$ cat src/hw/rtl/dct_coefficient_quantizer_4x4_core_assert.svh
// ---------------------------------------------------------------------------
// Assertion macros for the 4x4 coefficient quantizer
// Both macros expect clk and arst_n in scope.
// ---------------------------------------------------------------------------
`ifndef DCT_COEFFICIENT_QUANTIZER_4X4_CORE_ASSERT_SVH
`define DCT_COEFFICIENT_QUANTIZER_4X4_CORE_ASSERT_SVH

// same-cycle implication
`define DCTQ_ASSERT_NOW(lbl, ante, cons, msg) \
	lbl: assert property (@(posedge clk) disable iff (!arst_n) (ante) |-> (cons)) \
		else $error(msg);

// next-cycle implication
`define DCTQ_ASSERT_NEXT(lbl, ante, cons, msg) \
	lbl: assert property (@(posedge clk) disable iff (!arst_n) (ante) |=> (cons)) \
		else $error(msg);

`endif

$ cat src/hw/rtl/dctq_pkg.sv
// ---------------------------------------------------------------------------
// dctq_pkg
// Shared widths, codes, level table and helper functions of the quantizer.
// ---------------------------------------------------------------------------
package dctq_pkg;

	localparam int NPOS        = 16;
	localparam int POS_W       = 4;
	localparam int COEF_W      = 12;
	localparam int RANGE_W     = 11;
	localparam int SHIFT_W     = 7;
	localparam int QUANT_W     = 9;
	localparam int QUAL_W      = 4;
	localparam int STEP_W      = 12;
	localparam int ROW_W       = 3;
	localparam int EXP_W       = 3;
	localparam int DIV_STAGES  = 4;
	localparam int DIV_BITS    = STEP_W / DIV_STAGES;
	localparam int SUM_W       = 14;

	localparam logic ACT_LOAD  = 1'b0;
	localparam logic ACT_QUANT = 1'b1;

	localparam logic [QUAL_W-1:0] QUAL_RESET = 4'd1;
	localparam logic signed [SUM_W-1:0] OUT_MAX = 14'sd255;
	localparam logic signed [SUM_W-1:0] OUT_MIN = -14'sd256;
	localparam logic [STEP_W-1:0] DC_SPAN = 12'd1024;

	typedef logic [EXP_W-1:0] lexp_t;

	// log2 of the level count per row and position; zero means no levels
	localparam lexp_t LEVEL_EXP [8][NPOS] = '{
		'{3'd4, 3'd3, 3'd0, 3'd0, 3'd3, 3'd0, 3'd0, 3'd0,
		  3'd0, 3'd0, 3'd0, 3'd0, 3'd0, 3'd0, 3'd0, 3'd0},
		'{3'd5, 3'd3, 3'd0, 3'd0, 3'd3, 3'd0, 3'd0, 3'd0,
		  3'd0, 3'd0, 3'd0, 3'd0, 3'd0, 3'd0, 3'd0, 3'd0},
		'{3'd5, 3'd3, 3'd2, 3'd0, 3'd3, 3'd2, 3'd0, 3'd0,
		  3'd2, 3'd0, 3'd0, 3'd0, 3'd0, 3'd0, 3'd0, 3'd0},
		'{3'd5, 3'd4, 3'd3, 3'd2, 3'd4, 3'd3, 3'd2, 3'd0,
		  3'd3, 3'd2, 3'd0, 3'd0, 3'd2, 3'd0, 3'd0, 3'd0},
		'{3'd5, 3'd4, 3'd3, 3'd2, 3'd4, 3'd3, 3'd2, 3'd2,
		  3'd3, 3'd2, 3'd2, 3'd0, 3'd2, 3'd2, 3'd0, 3'd0},
		'{3'd6, 3'd4, 3'd3, 3'd3, 3'd4, 3'd3, 3'd3, 3'd2,
		  3'd3, 3'd3, 3'd2, 3'd2, 3'd3, 3'd2, 3'd2, 3'd0},
		'{3'd6, 3'd5, 3'd4, 3'd3, 3'd5, 3'd4, 3'd3, 3'd2,
		  3'd4, 3'd3, 3'd2, 3'd2, 3'd3, 3'd2, 3'd2, 3'd0},
		'{3'd7, 3'd6, 3'd5, 3'd4, 3'd6, 3'd5, 3'd4, 3'd3,
		  3'd5, 3'd4, 3'd3, 3'd2, 3'd4, 3'd3, 3'd2, 3'd0}
	};

	// stored per position: step and level shift
	typedef struct packed {
		logic [STEP_W-1:0]  step;
		logic [SHIFT_W-1:0] shift;
	} entry_t;

	// side data that rides along the divider
	typedef struct packed {
		logic               neg;
		logic               zero;
		logic [SHIFT_W-1:0] add;
	} div_side_t;

	// partial state of the restoring divider
	typedef struct packed {
		logic [STEP_W-1:0] rem;
		logic [STEP_W-1:0] dvd;
		logic [STEP_W-1:0] quo;
		logic [STEP_W-1:0] dsr;
	} div_state_t;

	// clamp the quality index into a table row
	function automatic logic [ROW_W-1:0] row_sel(input logic [QUAL_W-1:0] q);
		logic [QUAL_W-1:0] r;
		r = q - 4'd1;
		if (q == '0) begin
			r = '0;
		end else if (q > 4'd8) begin
			r = 4'd7;
		end
		return r[ROW_W-1:0];
	endfunction

	// ceil(2*(range+1) / 2^e), zero when the position has no levels
	function automatic logic [STEP_W-1:0] ac_step(input logic [RANGE_W-1:0] range,
			input lexp_t e);
		logic [STEP_W:0] num;
		logic [STEP_W:0] sh;
		num = ({2'b00, range} << 1) + 13'd2 + ((13'd1 << e) - 13'd1);
		sh  = num >> e;
		return (e == '0) ? '0 : sh[STEP_W-1:0];
	endfunction

endpackage

$ cat src/hw/rtl/dctq_if.sv
// ---------------------------------------------------------------------------
// dctq_in_if / dctq_out_if
// Valid/ready channels for coefficient beats in and quantized beats out.
// ---------------------------------------------------------------------------
interface dctq_in_if import dctq_pkg::*; ();
	logic                      valid;
	logic                      ready;
	logic                      action;
	logic [POS_W-1:0]          position;
	logic signed [COEF_W-1:0]  coefficient;
	logic [RANGE_W-1:0]        ac_range;
	logic [SHIFT_W-1:0]        level_shift;

	modport source (output valid, action, position, coefficient, ac_range, level_shift,
		input ready);
	modport sink (input valid, action, position, coefficient, ac_range, level_shift,
		output ready);
endinterface

interface dctq_out_if import dctq_pkg::*; ();
	logic                      valid;
	logic                      ready;
	logic signed [QUANT_W-1:0] quantized;

	modport source (output valid, quantized, input ready);
	modport sink (input valid, quantized, output ready);
endinterface

$ cat src/hw/rtl/dctq_ram.sv
// ---------------------------------------------------------------------------
// dctq_ram
// Generic single-write, single-read RAM with registered read data.
// ---------------------------------------------------------------------------
module dctq_ram #(
	parameter int WIDTH = 8,
	parameter int DEPTH = 16
) (
	input  logic                     clk,
	input  logic                     we,
	input  logic [$clog2(DEPTH)-1:0] waddr,
	input  logic [WIDTH-1:0]         wdata,
	input  logic                     re,
	input  logic [$clog2(DEPTH)-1:0] raddr,
	output logic [WIDTH-1:0]         rdata
);

	logic [WIDTH-1:0] mem [DEPTH];

	// write port
	always_ff @(posedge clk) begin
		if (we) begin
			mem[waddr] <= wdata;
		end
	end

	// registered read, hold when not enabled
	always_ff @(posedge clk) begin
		if (re) begin
			rdata <= mem[raddr];
		end
	end

endmodule

$ cat src/hw/rtl/dctq_div.sv
// ---------------------------------------------------------------------------
// dctq_div
// Pipelined restoring divider, DIV_BITS (three) quotient bits per stage.
// ---------------------------------------------------------------------------
module dctq_div import dctq_pkg::*; (
	input  logic              clk,
	input  logic              arst_n,
	input  logic              en,
	input  logic              in_valid,
	input  logic [STEP_W-1:0] dividend,
	input  logic [STEP_W-1:0] divisor,
	input  div_side_t         in_side,
	output logic              out_valid,
	output logic [STEP_W-1:0] quotient,
	output div_side_t         out_side
);

	logic [DIV_STAGES-1:0] vld_q;
	div_state_t            st_q   [DIV_STAGES];
	div_side_t             side_q [DIV_STAGES];
	div_state_t            st_init;

	// run DIV_BITS restoring steps
	function automatic div_state_t div_iter(input div_state_t s);
		div_state_t   r;
		logic [STEP_W:0] trial;
		r = s;
		for (int i = 0; i < DIV_BITS; i++) begin
			trial = {r.rem, r.dvd[STEP_W-1]};
			r.dvd = r.dvd << 1;
			if (trial >= {1'b0, r.dsr}) begin
				trial = trial - {1'b0, r.dsr};
				r.quo = {r.quo[STEP_W-2:0], 1'b1};
			end else begin
				r.quo = {r.quo[STEP_W-2:0], 1'b0};
			end
			r.rem = trial[STEP_W-1:0];
		end
		return r;
	endfunction

	assign st_init = '{rem: '0, dvd: dividend, quo: '0, dsr: divisor};

	// advance valid bits
	always_ff @(posedge clk or negedge arst_n) begin
		if (!arst_n) begin
			vld_q <= '0;
		end else if (en) begin
			vld_q <= {vld_q[DIV_STAGES-2:0], in_valid};
		end
	end

	// advance stage payloads
	for (genvar g = 0; g < DIV_STAGES; g++) begin : g_stage
		if (g == 0) begin : g_first
			always_ff @(posedge clk) begin
				if (en) begin
					st_q[g]   <= div_iter(st_init);
					side_q[g] <= in_side;
				end
			end
		end else begin : g_rest
			always_ff @(posedge clk) begin
				if (en) begin
					st_q[g]   <= div_iter(st_q[g-1]);
					side_q[g] <= side_q[g-1];
				end
			end
		end
	end

	assign out_valid = vld_q[DIV_STAGES-1];
	assign quotient  = st_q[DIV_STAGES-1].quo;
	assign out_side  = side_q[DIV_STAGES-1];

endmodule

$ cat src/hw/rtl/dct_coefficient_quantizer_4x4_core.sv
// Path: a quantize beat runs stage 1 (RAM read), stage 2, divider, output register.
// Throughput: one beat per cycle unless the output stalls, set by the 4-stage
// divider and the two-port step/shift RAM (one write and one read per cycle).
// Load beats give no result. Reset: quality index 1, pipeline empty; step/shift RAM
// content is undefined until loaded, and no clearing pass runs.
// ---------------------------------------------------------------------------
// dct_coefficient_quantizer_4x4_core
// Quantizes 4x4 transform coefficients with per-position steps kept in RAM.
// ---------------------------------------------------------------------------
`include "dct_coefficient_quantizer_4x4_core_assert.svh"

module dct_coefficient_quantizer_4x4_core import dctq_pkg::*; (
	input  logic              clk,
	input  logic              arst_n,
	input  logic              cfg_we,
	input  logic [QUAL_W-1:0] cfg_wdata,
	dctq_in_if.sink           in_ch,
	dctq_out_if.source        out_ch
);

	logic [QUAL_W-1:0]         quality_q;
	logic                      adv;
	logic                      in_acc;
	logic [ROW_W-1:0]          row;
	lexp_t                     lexp;
	entry_t                    wr_entry;
	entry_t                    rd_entry;

	logic                      vld_s1;
	logic                      dc_s1;
	logic [STEP_W-1:0]         dcdiv_s1;
	logic signed [COEF_W-1:0]  coef_s1;

	logic                      vld_s2;
	logic [STEP_W-1:0]         mag_s2;
	logic [STEP_W-1:0]         dsr_s2;
	div_side_t                 side_s2;

	logic                      dv_valid;
	logic [STEP_W-1:0]         dv_quo;
	div_side_t                 dv_side;

	logic signed [SUM_W-1:0]   sum;
	logic signed [SUM_W-1:0]   sat;
	logic                      out_valid_q;
	logic signed [QUANT_W-1:0] quant_q;

	// hold quality index
	always_ff @(posedge clk or negedge arst_n) begin
		if (!arst_n) begin
			quality_q <= QUAL_RESET;
		end else if (cfg_we) begin
			quality_q <= cfg_wdata;
		end
	end

	// whole pipeline moves unless the output beat is stalled
	assign adv         = !out_valid_q || out_ch.ready;
	assign in_ch.ready = adv;
	assign in_acc      = in_ch.valid && adv;

	assign row      = row_sel(quality_q);
	assign lexp     = LEVEL_EXP[row][in_ch.position];
	assign wr_entry = '{step: ac_step(in_ch.ac_range, lexp), shift: in_ch.level_shift};

	// step/shift store: loads write, quantizes read
	dctq_ram #(
		.WIDTH ($bits(entry_t)),
		.DEPTH (NPOS)
	) u_ram (
		.clk   (clk),
		.we    (in_acc && in_ch.action == ACT_LOAD),
		.waddr (in_ch.position),
		.wdata (wr_entry),
		.re    (in_acc && in_ch.action == ACT_QUANT),
		.raddr (in_ch.position),
		.rdata (rd_entry)
	);

	// stage 1: capture beat while the RAM read is in flight
	always_ff @(posedge clk or negedge arst_n) begin
		if (!arst_n) begin
			vld_s1 <= 1'b0;
		end else if (adv) begin
			vld_s1 <= in_acc && in_ch.action == ACT_QUANT;
		end
	end

	always_ff @(posedge clk) begin
		if (adv) begin
			dc_s1    <= in_ch.position == '0;
			dcdiv_s1 <= DC_SPAN >> lexp;
			coef_s1  <= in_ch.coefficient;
		end
	end

	// stage 2: magnitude, divisor and side data
	always_ff @(posedge clk or negedge arst_n) begin
		if (!arst_n) begin
			vld_s2 <= 1'b0;
		end else if (adv) begin
			vld_s2 <= vld_s1;
		end
	end

	always_ff @(posedge clk) begin
		if (adv) begin
			mag_s2       <= coef_s1[COEF_W-1] ? STEP_W'(-coef_s1) : STEP_W'(coef_s1);
			dsr_s2       <= dc_s1 ? dcdiv_s1 : rd_entry.step;
			side_s2.neg  <= coef_s1[COEF_W-1];
			side_s2.zero <= !dc_s1 && rd_entry.step == '0;
			side_s2.add  <= dc_s1 ? '0 : rd_entry.shift;
		end
	end

	dctq_div u_div (
		.clk       (clk),
		.arst_n    (arst_n),
		.en        (adv),
		.in_valid  (vld_s2),
		.dividend  (mag_s2),
		.divisor   (dsr_s2),
		.in_side   (side_s2),
		.out_valid (dv_valid),
		.quotient  (dv_quo),
		.out_side  (dv_side)
	);

	// restore sign, add shift, saturate; result is zero when the position has no levels
	always_comb begin
		sum = dv_side.neg ? -$signed({2'b00, dv_quo}) : $signed({2'b00, dv_quo});
		sum = sum + $signed({{(SUM_W-SHIFT_W){1'b0}}, dv_side.add});
		priority if (dv_side.zero) begin
			sat = '0;
		end else if (sum > OUT_MAX) begin
			sat = OUT_MAX;
		end else if (sum < OUT_MIN) begin
			sat = OUT_MIN;
		end else begin
			sat = sum;
		end
	end

	// output register
	always_ff @(posedge clk or negedge arst_n) begin
		if (!arst_n) begin
			out_valid_q <= 1'b0;
		end else if (adv) begin
			out_valid_q <= dv_valid;
		end
	end

	always_ff @(posedge clk) begin
		if (adv) begin
			quant_q <= sat[QUANT_W-1:0];
		end
	end

	assign out_ch.valid     = out_valid_q;
	assign out_ch.quantized = quant_q;

	`DCTQ_ASSERT_NEXT(a_stall_holds, !adv, $stable(vld_s1) && $stable(vld_s2), "pipeline moved during stall")
	`DCTQ_ASSERT_NEXT(a_load_silent, in_acc && in_ch.action == ACT_LOAD, !vld_s1, "load beat entered result path")
	`DCTQ_ASSERT_NOW(a_out_rise, $rose(out_valid_q), $past(adv), "output valid rose without advance")

endmodule
$ cat src/flat_wrapper.sv
// flat-port wrapper written by rule: the top's interface ports become plain ports
module dct_coefficient_quantizer_4x4_core_flat import dctq_pkg::*;
  (clk, arst_n, cfg_we, cfg_wdata, in_ch_valid, in_ch_action, in_ch_position, in_ch_coefficient, in_ch_ac_range, in_ch_level_shift, in_ch_ready, out_ch_valid, out_ch_quantized, out_ch_ready);
  dctq_in_if in_ch_i ();
  dctq_out_if out_ch_i ();
  input  logic clk;
  input  logic arst_n;
  input  logic cfg_we;
  input  logic [QUAL_W-1:0] cfg_wdata;
  input wire logic [$bits(in_ch_i.valid)-1:0] in_ch_valid;
  input wire logic [$bits(in_ch_i.action)-1:0] in_ch_action;
  input wire logic [$bits(in_ch_i.position)-1:0] in_ch_position;
  input wire logic [$bits(in_ch_i.coefficient)-1:0] in_ch_coefficient;
  input wire logic [$bits(in_ch_i.ac_range)-1:0] in_ch_ac_range;
  input wire logic [$bits(in_ch_i.level_shift)-1:0] in_ch_level_shift;
  output wire logic [$bits(in_ch_i.ready)-1:0] in_ch_ready;
  output wire logic [$bits(out_ch_i.valid)-1:0] out_ch_valid;
  output wire logic [$bits(out_ch_i.quantized)-1:0] out_ch_quantized;
  input wire logic [$bits(out_ch_i.ready)-1:0] out_ch_ready;
  assign in_ch_i.valid = in_ch_valid;
  assign in_ch_i.action = in_ch_action;
  assign in_ch_i.position = in_ch_position;
  assign in_ch_i.coefficient = in_ch_coefficient;
  assign in_ch_i.ac_range = in_ch_ac_range;
  assign in_ch_i.level_shift = in_ch_level_shift;
  assign in_ch_ready = in_ch_i.ready;
  assign out_ch_valid = out_ch_i.valid;
  assign out_ch_quantized = out_ch_i.quantized;
  assign out_ch_i.ready = out_ch_ready;
  dct_coefficient_quantizer_4x4_core u_core (.clk(clk), .arst_n(arst_n), .cfg_we(cfg_we), .cfg_wdata(cfg_wdata), .in_ch(in_ch_i), .out_ch(out_ch_i));
endmodule
$ cat config.mk
export PLATFORM = sky130hd
export DESIGN_NAME = dct_coefficient_quantizer_4x4_core_flat
export DESIGN_NICKNAME = d
export VERILOG_FILES = /design/src/hw/rtl/dctq_pkg.sv /design/src/hw/rtl/dctq_if.sv /design/src/hw/rtl/dctq_ram.sv /design/src/hw/rtl/dctq_div.sv /design/src/hw/rtl/dct_coefficient_quantizer_4x4_core.sv /design/src/flat_wrapper.sv
export VERILOG_INCLUDE_DIRS = /design/src /design/src/hw/rtl
export SDC_FILE = /design/constraint.sdc
export NUM_CORES = 1
export LEC_CHECK = 0
export ABC_CLOCK_PERIOD_IN_PS = 15700
export BUFFER_PORTS_ARGS = -buffer_cell sky130_fd_sc_hd__buf_4
export CORE_ASPECT_RATIO = 0.6
export CORE_MARGIN = 4
export CORE_UTILIZATION = 41
export CTS_BUF_LIST = sky130_fd_sc_hd__clkbuf_4
export CTS_CLUSTER_SIZE = 28
export DETAILED_ROUTE_END_ITERATION = 6
export PLACE_DENSITY = 0.67
export SYNTH_ARGS = -nofsm -noshare
export SYNTH_HDL_FRONTEND = slang
export SYNTH_SLANG_ARGS = --single-unit
export TNS_END_PERCENT = 1
$ cat constraint.sdc
create_clock -name clk -period 15.7 [get_ports clk]
set_input_delay 0.785 -clock clk [delete_from_list [all_inputs] [get_ports clk]]
set_output_delay 0.785 -clock clk [all_outputs]
set_load 0.1 [all_outputs]
# After elaboration in Yosys (flattened, before gate mapping)
# Memory sizes are Yosys's and may differ from the RTL's. A register that Yosys moved wholly into a read port is not among the register bits.
# Index checks and enable logic that the tools add are counted.
# totals
latchBits	0
regBits	78
mem_bits_rw	520
rom_bits	384
out_inout_bits	11
n_memories	4
# classes
mul	0
n_bitwise	3
shifts	3
reduce_logical	12
muxes	57
n_eq_ne	0
n_div	0
magnitude_cmp	17
n_addsub	19
# mem_list
memory	depth	word_bits	rd	rd_clocked_by_memory_dff	wr	line_no	text
(name not given)	8	48	1	0	0	dct_coefficient_quantizer_4x4_core.sv:63	assign lexp = LEVEL_EXP[row][in_ch.position];
u_core.u_ram.mem	16	19	1	1	1	dctq_ram.sv:18	logic [WIDTH-1:0] mem [DEPTH];
u_core.u_div.st_q	4	45	4	0	4	dctq_div.sv:19	div_state_t st_q [DIV_STAGES];
u_core.u_div.side_q	4	9	4	0	4	dctq_div.sv:20	div_side_t side_q [DIV_STAGES];
# op_table
op	count
12-bit 2-to-1 mux	30
13-bit by 12-bit >= comparator with 1-bit output	11
12-bit subtractor	11
48-bit 2-to-1 mux	2
1-bit 2-to-1 mux	16
14-bit by 8-bit adder with 14-bit output	1
14-bit by 9-bit greater-than comparator with 1-bit output (second input constant)	1
14-bit by 9-bit less-than comparator with 1-bit output (second input constant)	1
14-bit 2-to-1 mux	1
12-bit negator with 14-bit output	1
12-bit by 2-bit adder with 13-bit output (second input constant)	1
13-bit adder	1
1-bit by 3-bit left shift with 13-bit output (first input constant)	1
13-bit by 3-bit right shift with 12-bit output	1
13-bit by 1-bit subtractor with 13-bit output (second input constant)	1
3-bit binary-select mux with 4-bit select	1
1-bit by 12-bit >= comparator with 1-bit output	1
12-bit zero test	1
3-bit 2-to-1 mux	4
12-bit negator	1
11-bit by 3-bit right shift with 12-bit output (first input constant)	1
1-bit by 12-bit subtractor with 12-bit output	1
11-bit 2-to-1 mux	1
9-bit 2-to-1 mux	1
other kinds (14)	19

# Logic depth before layout (Yosys ltp)
# logic_depth
word_depth	15
mapped_depth	33

# By module
# Synthesis repeated with hierarchy kept, for this count alone.
# hier_totals
cells_unflattened	2269
area_unflattened_um2	29598.4
# modules_own_cells
mod	seq_area_each_um2	cells_per_inst	n_inst	area_each_um2
dctq_div	4784.6	1205	1	12340.6
dctq_ram	9699.3	507	1	12035.3
dct_coefficient_quantizer_4x4_core	2068.2	557	1	5222.5

# Worst setup path before layout
# Ideal clock, no wire load.
# synth_timing
kind	register -> register
from	register u_core.out_valid_q, in the netlist u_core.out_ch.valid
to	memory u_core.u_ram.mem[4][0] (netlist bit), enable pin
stages_incl_launch_ff	6
arrival_time_ps	9772
synth_period_minus_slack_ps	10167
setup_ps	395
slack_ps	5533
cell_sequence	dfrtp_1 nand2b_1 clkbuf_1 nand2_1 or4_1 nor2_1
# synth_between
elab_chain_cells	6
# synth_lines
element	line_no	text
start, declared	dct_coefficient_quantizer_4x4_core.sv:45	logic out_valid_q;
start signal, assigned	dct_coefficient_quantizer_4x4_core.sv:149	out_valid_q <= dv_valid;
1-bit zero test	dct_coefficient_quantizer_4x4_core.sv:58	assign adv = !out_valid_q || out_ch.ready;
1-bit logical OR	dct_coefficient_quantizer_4x4_core.sv:58	
net in_ch_ready	flat_wrapper.sv:16	output wire logic [$bits(in_ch_i.ready)-1:0] in_ch_ready;
1-bit logical AND	dct_coefficient_quantizer_4x4_core.sv:60	assign in_acc = in_ch.valid && adv;
1-bit logical AND	dct_coefficient_quantizer_4x4_core.sv:72	.we (in_acc && in_ch.action == ACT_LOAD),
1-bit 2-to-1 mux	dctq_ram.sv:22	if (we) begin
1-bit 2-to-1 mux (implied by the code)	dctq_ram.sv:23	mem[waddr] <= wdata;
end, declared	dctq_ram.sv:18	
# The timed path passes the listed nets, and every way through them passes these cells.

==> impl_results.md <==
- Status: completed
- Sequential-to-total area share from yosys stat: 57.05%
- IO buf count: 54
- CP max FO: 17
- Layout cells sized above 1: a little over a fifth
- Yosys top cell area share: 56.09%
- Worst slew margin: 13.59%
- Most frequent CP cell: ha_1
- Initial DRC count: 1735
- Final slew viol count: 0
- Number of antenna violations at the first check in global routing: 2
- Syn avg cell area: between 10 and 15 sq um
- YS warnings: 0
- Setup TNS: 0 ps
- Crit path DAT: just over 9000 ps
- RePlAce Congestion: 0.9399
- Initial Util: 41.45%
- Vias in the first global route: 18490
- Largest net degree at the start of global routing: 68
- Max clock buf depth: 3
- H-Tree Depth: 4
- CTS tree: built
- FF+latch count, synth: 553
- Setup WS pre-CTS: 7627 ps
- Unrepaired setup endpoints after global routing: false
- Async set-or-reset flop fraction in the synthesized netlist: 1.989%
- GR Overflow Total: 0
- Layout Nets: 2482
- Worst min path class: in2reg
- Worst Max-Slew Pin Slew: 1290 ps
- Final ANT Viol Nets: 0
- Startpoint Class: flip-flop
- Synth cell types: 98
- Io pins: 55
- Worst path slowest cell: nor4_1
- CP max stage delay: 620 ps
- Top-count cell post-synth: edfxtp_1
- Setup violators final: 0
- Final instance area: around 0.032 sq mm
- Critical Path RT: between 15000 and 20000 ps
- Layout area overhead: 11.94%
- Post-route DRC violation count: 0
- Top cells by area, synth: edfxtp_1 (56%), mux4_2 (7.4%), ha_1 (6.6%)
- Clk root buf: clkbuf_4
- Area post-placement: 0.03051 sq mm
- Min cycle time layout: 8398 ps
- CTS Sinks: 553
- Cell Rows: 75
- Tot GR Track Use: 18.52%
- Dominant cell type by area after synthesis: edfxtp_1
- Synthesized Nets: around 2300
- Worst-path clk slew: 70 ps
- Worst-skew pair later-pin latency: 980 ps
- Die ar.: 0.07523 sq mm
- Die span in x: between 300 and 400 um
- Final Skew: 66.13 ps
- Setup Fix Bufs, Post-CTS: 0
- Synth top cells by count: edfxtp_1 (542), ha_1 (154), nor2_1 (131)
- Synth Cell Area: ~0.029 sq mm
- Die height: roughly 210 um
- Achievable Freq: approximately 120 MHz
- Cts bufs inserted: 135
- Core Region: approximately 0.07 sq mm
- DPL Wire Length: 47.28 mm
- Number of vias per cell: 5.672
- Routed WL: 69.31 mm
- Final Hold Viols: 0
- Setup crit end kind: flip-flop
- Setup CP Type: reg2reg
- Vias after detailed routing: 18710
- TritonRoute pass-1 iters: 5
- Max_cap viols: 0
- First-pass GRT wire length: 106.7 mm
- DR WL/cell: 21.01 um
- Cell count after synthesis: 2105
- Post-synth top flop: edfxtp_1
- Hold_buf cts: 21
- EDFF count, synth: 542
- PnR worst setup slack: 7302 ps
- CTS-repair resized insts: 0
- WHS: ~150 ps
- Fin crit share: 53.49%
-- critical path, delay by kind of cell (launching register included) --
| kind | cells | cell delay (ps) |
|---|---|---|
| adders and majority gates | 3 | 1020 |
| DFF | 1 | 590 |
| buffers and inverters | 3 | 550 |
| and+or+nand+nor | 8 | 1760 |
| AOI/OAI and AO/OA | 13 | 3870 |
| muxes | 1 | 360 |
-- worst paths after layout --
path                                                    from                                   to  slack (ps)  depth (start not counted)
max                        u_core.u_div.st_q[0][1]$_DFFE_PN_   u_core.u_div.st_q[1][35]$_DFFE_PN_        7300                         28
max in group asynchronous                             arst_n      u_core.quality_q[0]$_DFFE_PN1P_       15260                          2
min                                     in_ch_level_shift[2]     u_core.u_ram.mem[9][2]$_DFFE_PP_         150                          1
max reg2reg                u_core.u_div.st_q[0][1]$_DFFE_PN_   u_core.u_div.st_q[1][35]$_DFFE_PN_        7300                         28
min in group asynchronous                             arst_n            u_core.vld_s1$_DFFE_PN0N_         200                          2
min reg2reg                  u_core.side_s2[1]$_SDFFCE_PP0N_  u_core.u_div.side_q[0][1]$_DFFE_PN_         360                          0
-- cells by family after synthesis --
kind of cell / share of synthesized area, %
compound gates: 9.905
mux: 11.21
fa+ha+maj: 7.503
simple gates: 8.120
buf+inv: 2.777
xor+xnor: 3.437
flops: 57.05
-- layout make-up --
class | count | area [sq um]
fillers | 6230 | 37520
multi-input cells | 1357 | 11770
well taps | 924 | 1156
flip-flops and latches | 553 | 16550
diodes | 2 | 5.005
inverters | 131 | 491.7
clock inverters | 56 | 385.4
repair buffers | 94 | 758.2
clock buffers | 182 | 1366
-- cells in the final DEF (no fill, tap or decap), types with 12 or more instances in the layout --
cell / Yosys / final
edfxtp_1: 542 / 542
clkbuf_4: 0 / 182
ha_1: 154 / 154
inv_1: 126 / 126
nor2_1: 131 / 115
a21oi_1: 102 / 102
mux4_2: 95 / 95
nand2_1: 90 / 90
o21ai_0: 86 / 86
xnor2_1: 86 / 86
buf_4: 3 / 73
mux2_2: 62 / 62
nor2b_1: 45 / 45
a21o_1: 40 / 40
nand2b_1: 36 / 35
nand3_1: 31 / 31
clkinv_1: 0 / 31
nor3_1: 28 / 28
xor2_1: 26 / 26
nand4_1: 25 / 25
o21a_1: 22 / 22
a31oi_1: 21 / 21
dlygate4sd3_1: 0 / 21
mux2i_1: 19 / 19
or3_1: 15 / 15
nor4_1: 14 / 14
a211oi_1: 14 / 14
o31ai_1: 13 / 13
and3_1: 13 / 13
nor2_4: 0 / 12
fa_1: 12 / 12
-- registers in the layout, indices dropped and copies added, names as in the netlist --
signal	flops
u_core.dcdiv_s1	8
u_core.dsr_s2	12
u_core.vld_s1	1
u_core.u_div.vld_q	4
u_core.mag_s2	12
u_core.vld_s2	1
u_core.side_s2	9
u_core.coef_s1	12
u_core.u_ram.rdata	19
u_core.out_ch.valid	1
u_core.dc_s1	1
u_core.u_div.st_q	120
u_core.u_ram.mem	304
u_core.out_ch.quantized	9
u_core.u_div.side_q	36
u_core.quality_q	4
-- per-stage QoR --
stage / utilization (%) / cells
2_1_floorplan: - / 2105
3_3_place_gp: 43.59 / 3038
3_5_place_dp: 43.59 / 3038
4_1_cts: 46.39 / 3297
5_1_grt: 46.40 / 3299
6_report: 46.40 / 3299
-- layer usage --
metal / up-vias / part of all wire (%) / wire (um) / global-route usage (%)
met5: - / 0.033 / 23 / 0
met4: 2 / 1.7 / 1192 / 5.523
met3: 98 / 9.2 / 6403 / 5.173
met2: 801 / 40 / 28020 / 24.93
met1: 9244 / 49 / 33670 / 28.86
li1: 8567 / - / - / -
Power is not shown: default switching activity piles up to over one toggle a cycle in this logic, so the estimate is an artifact.
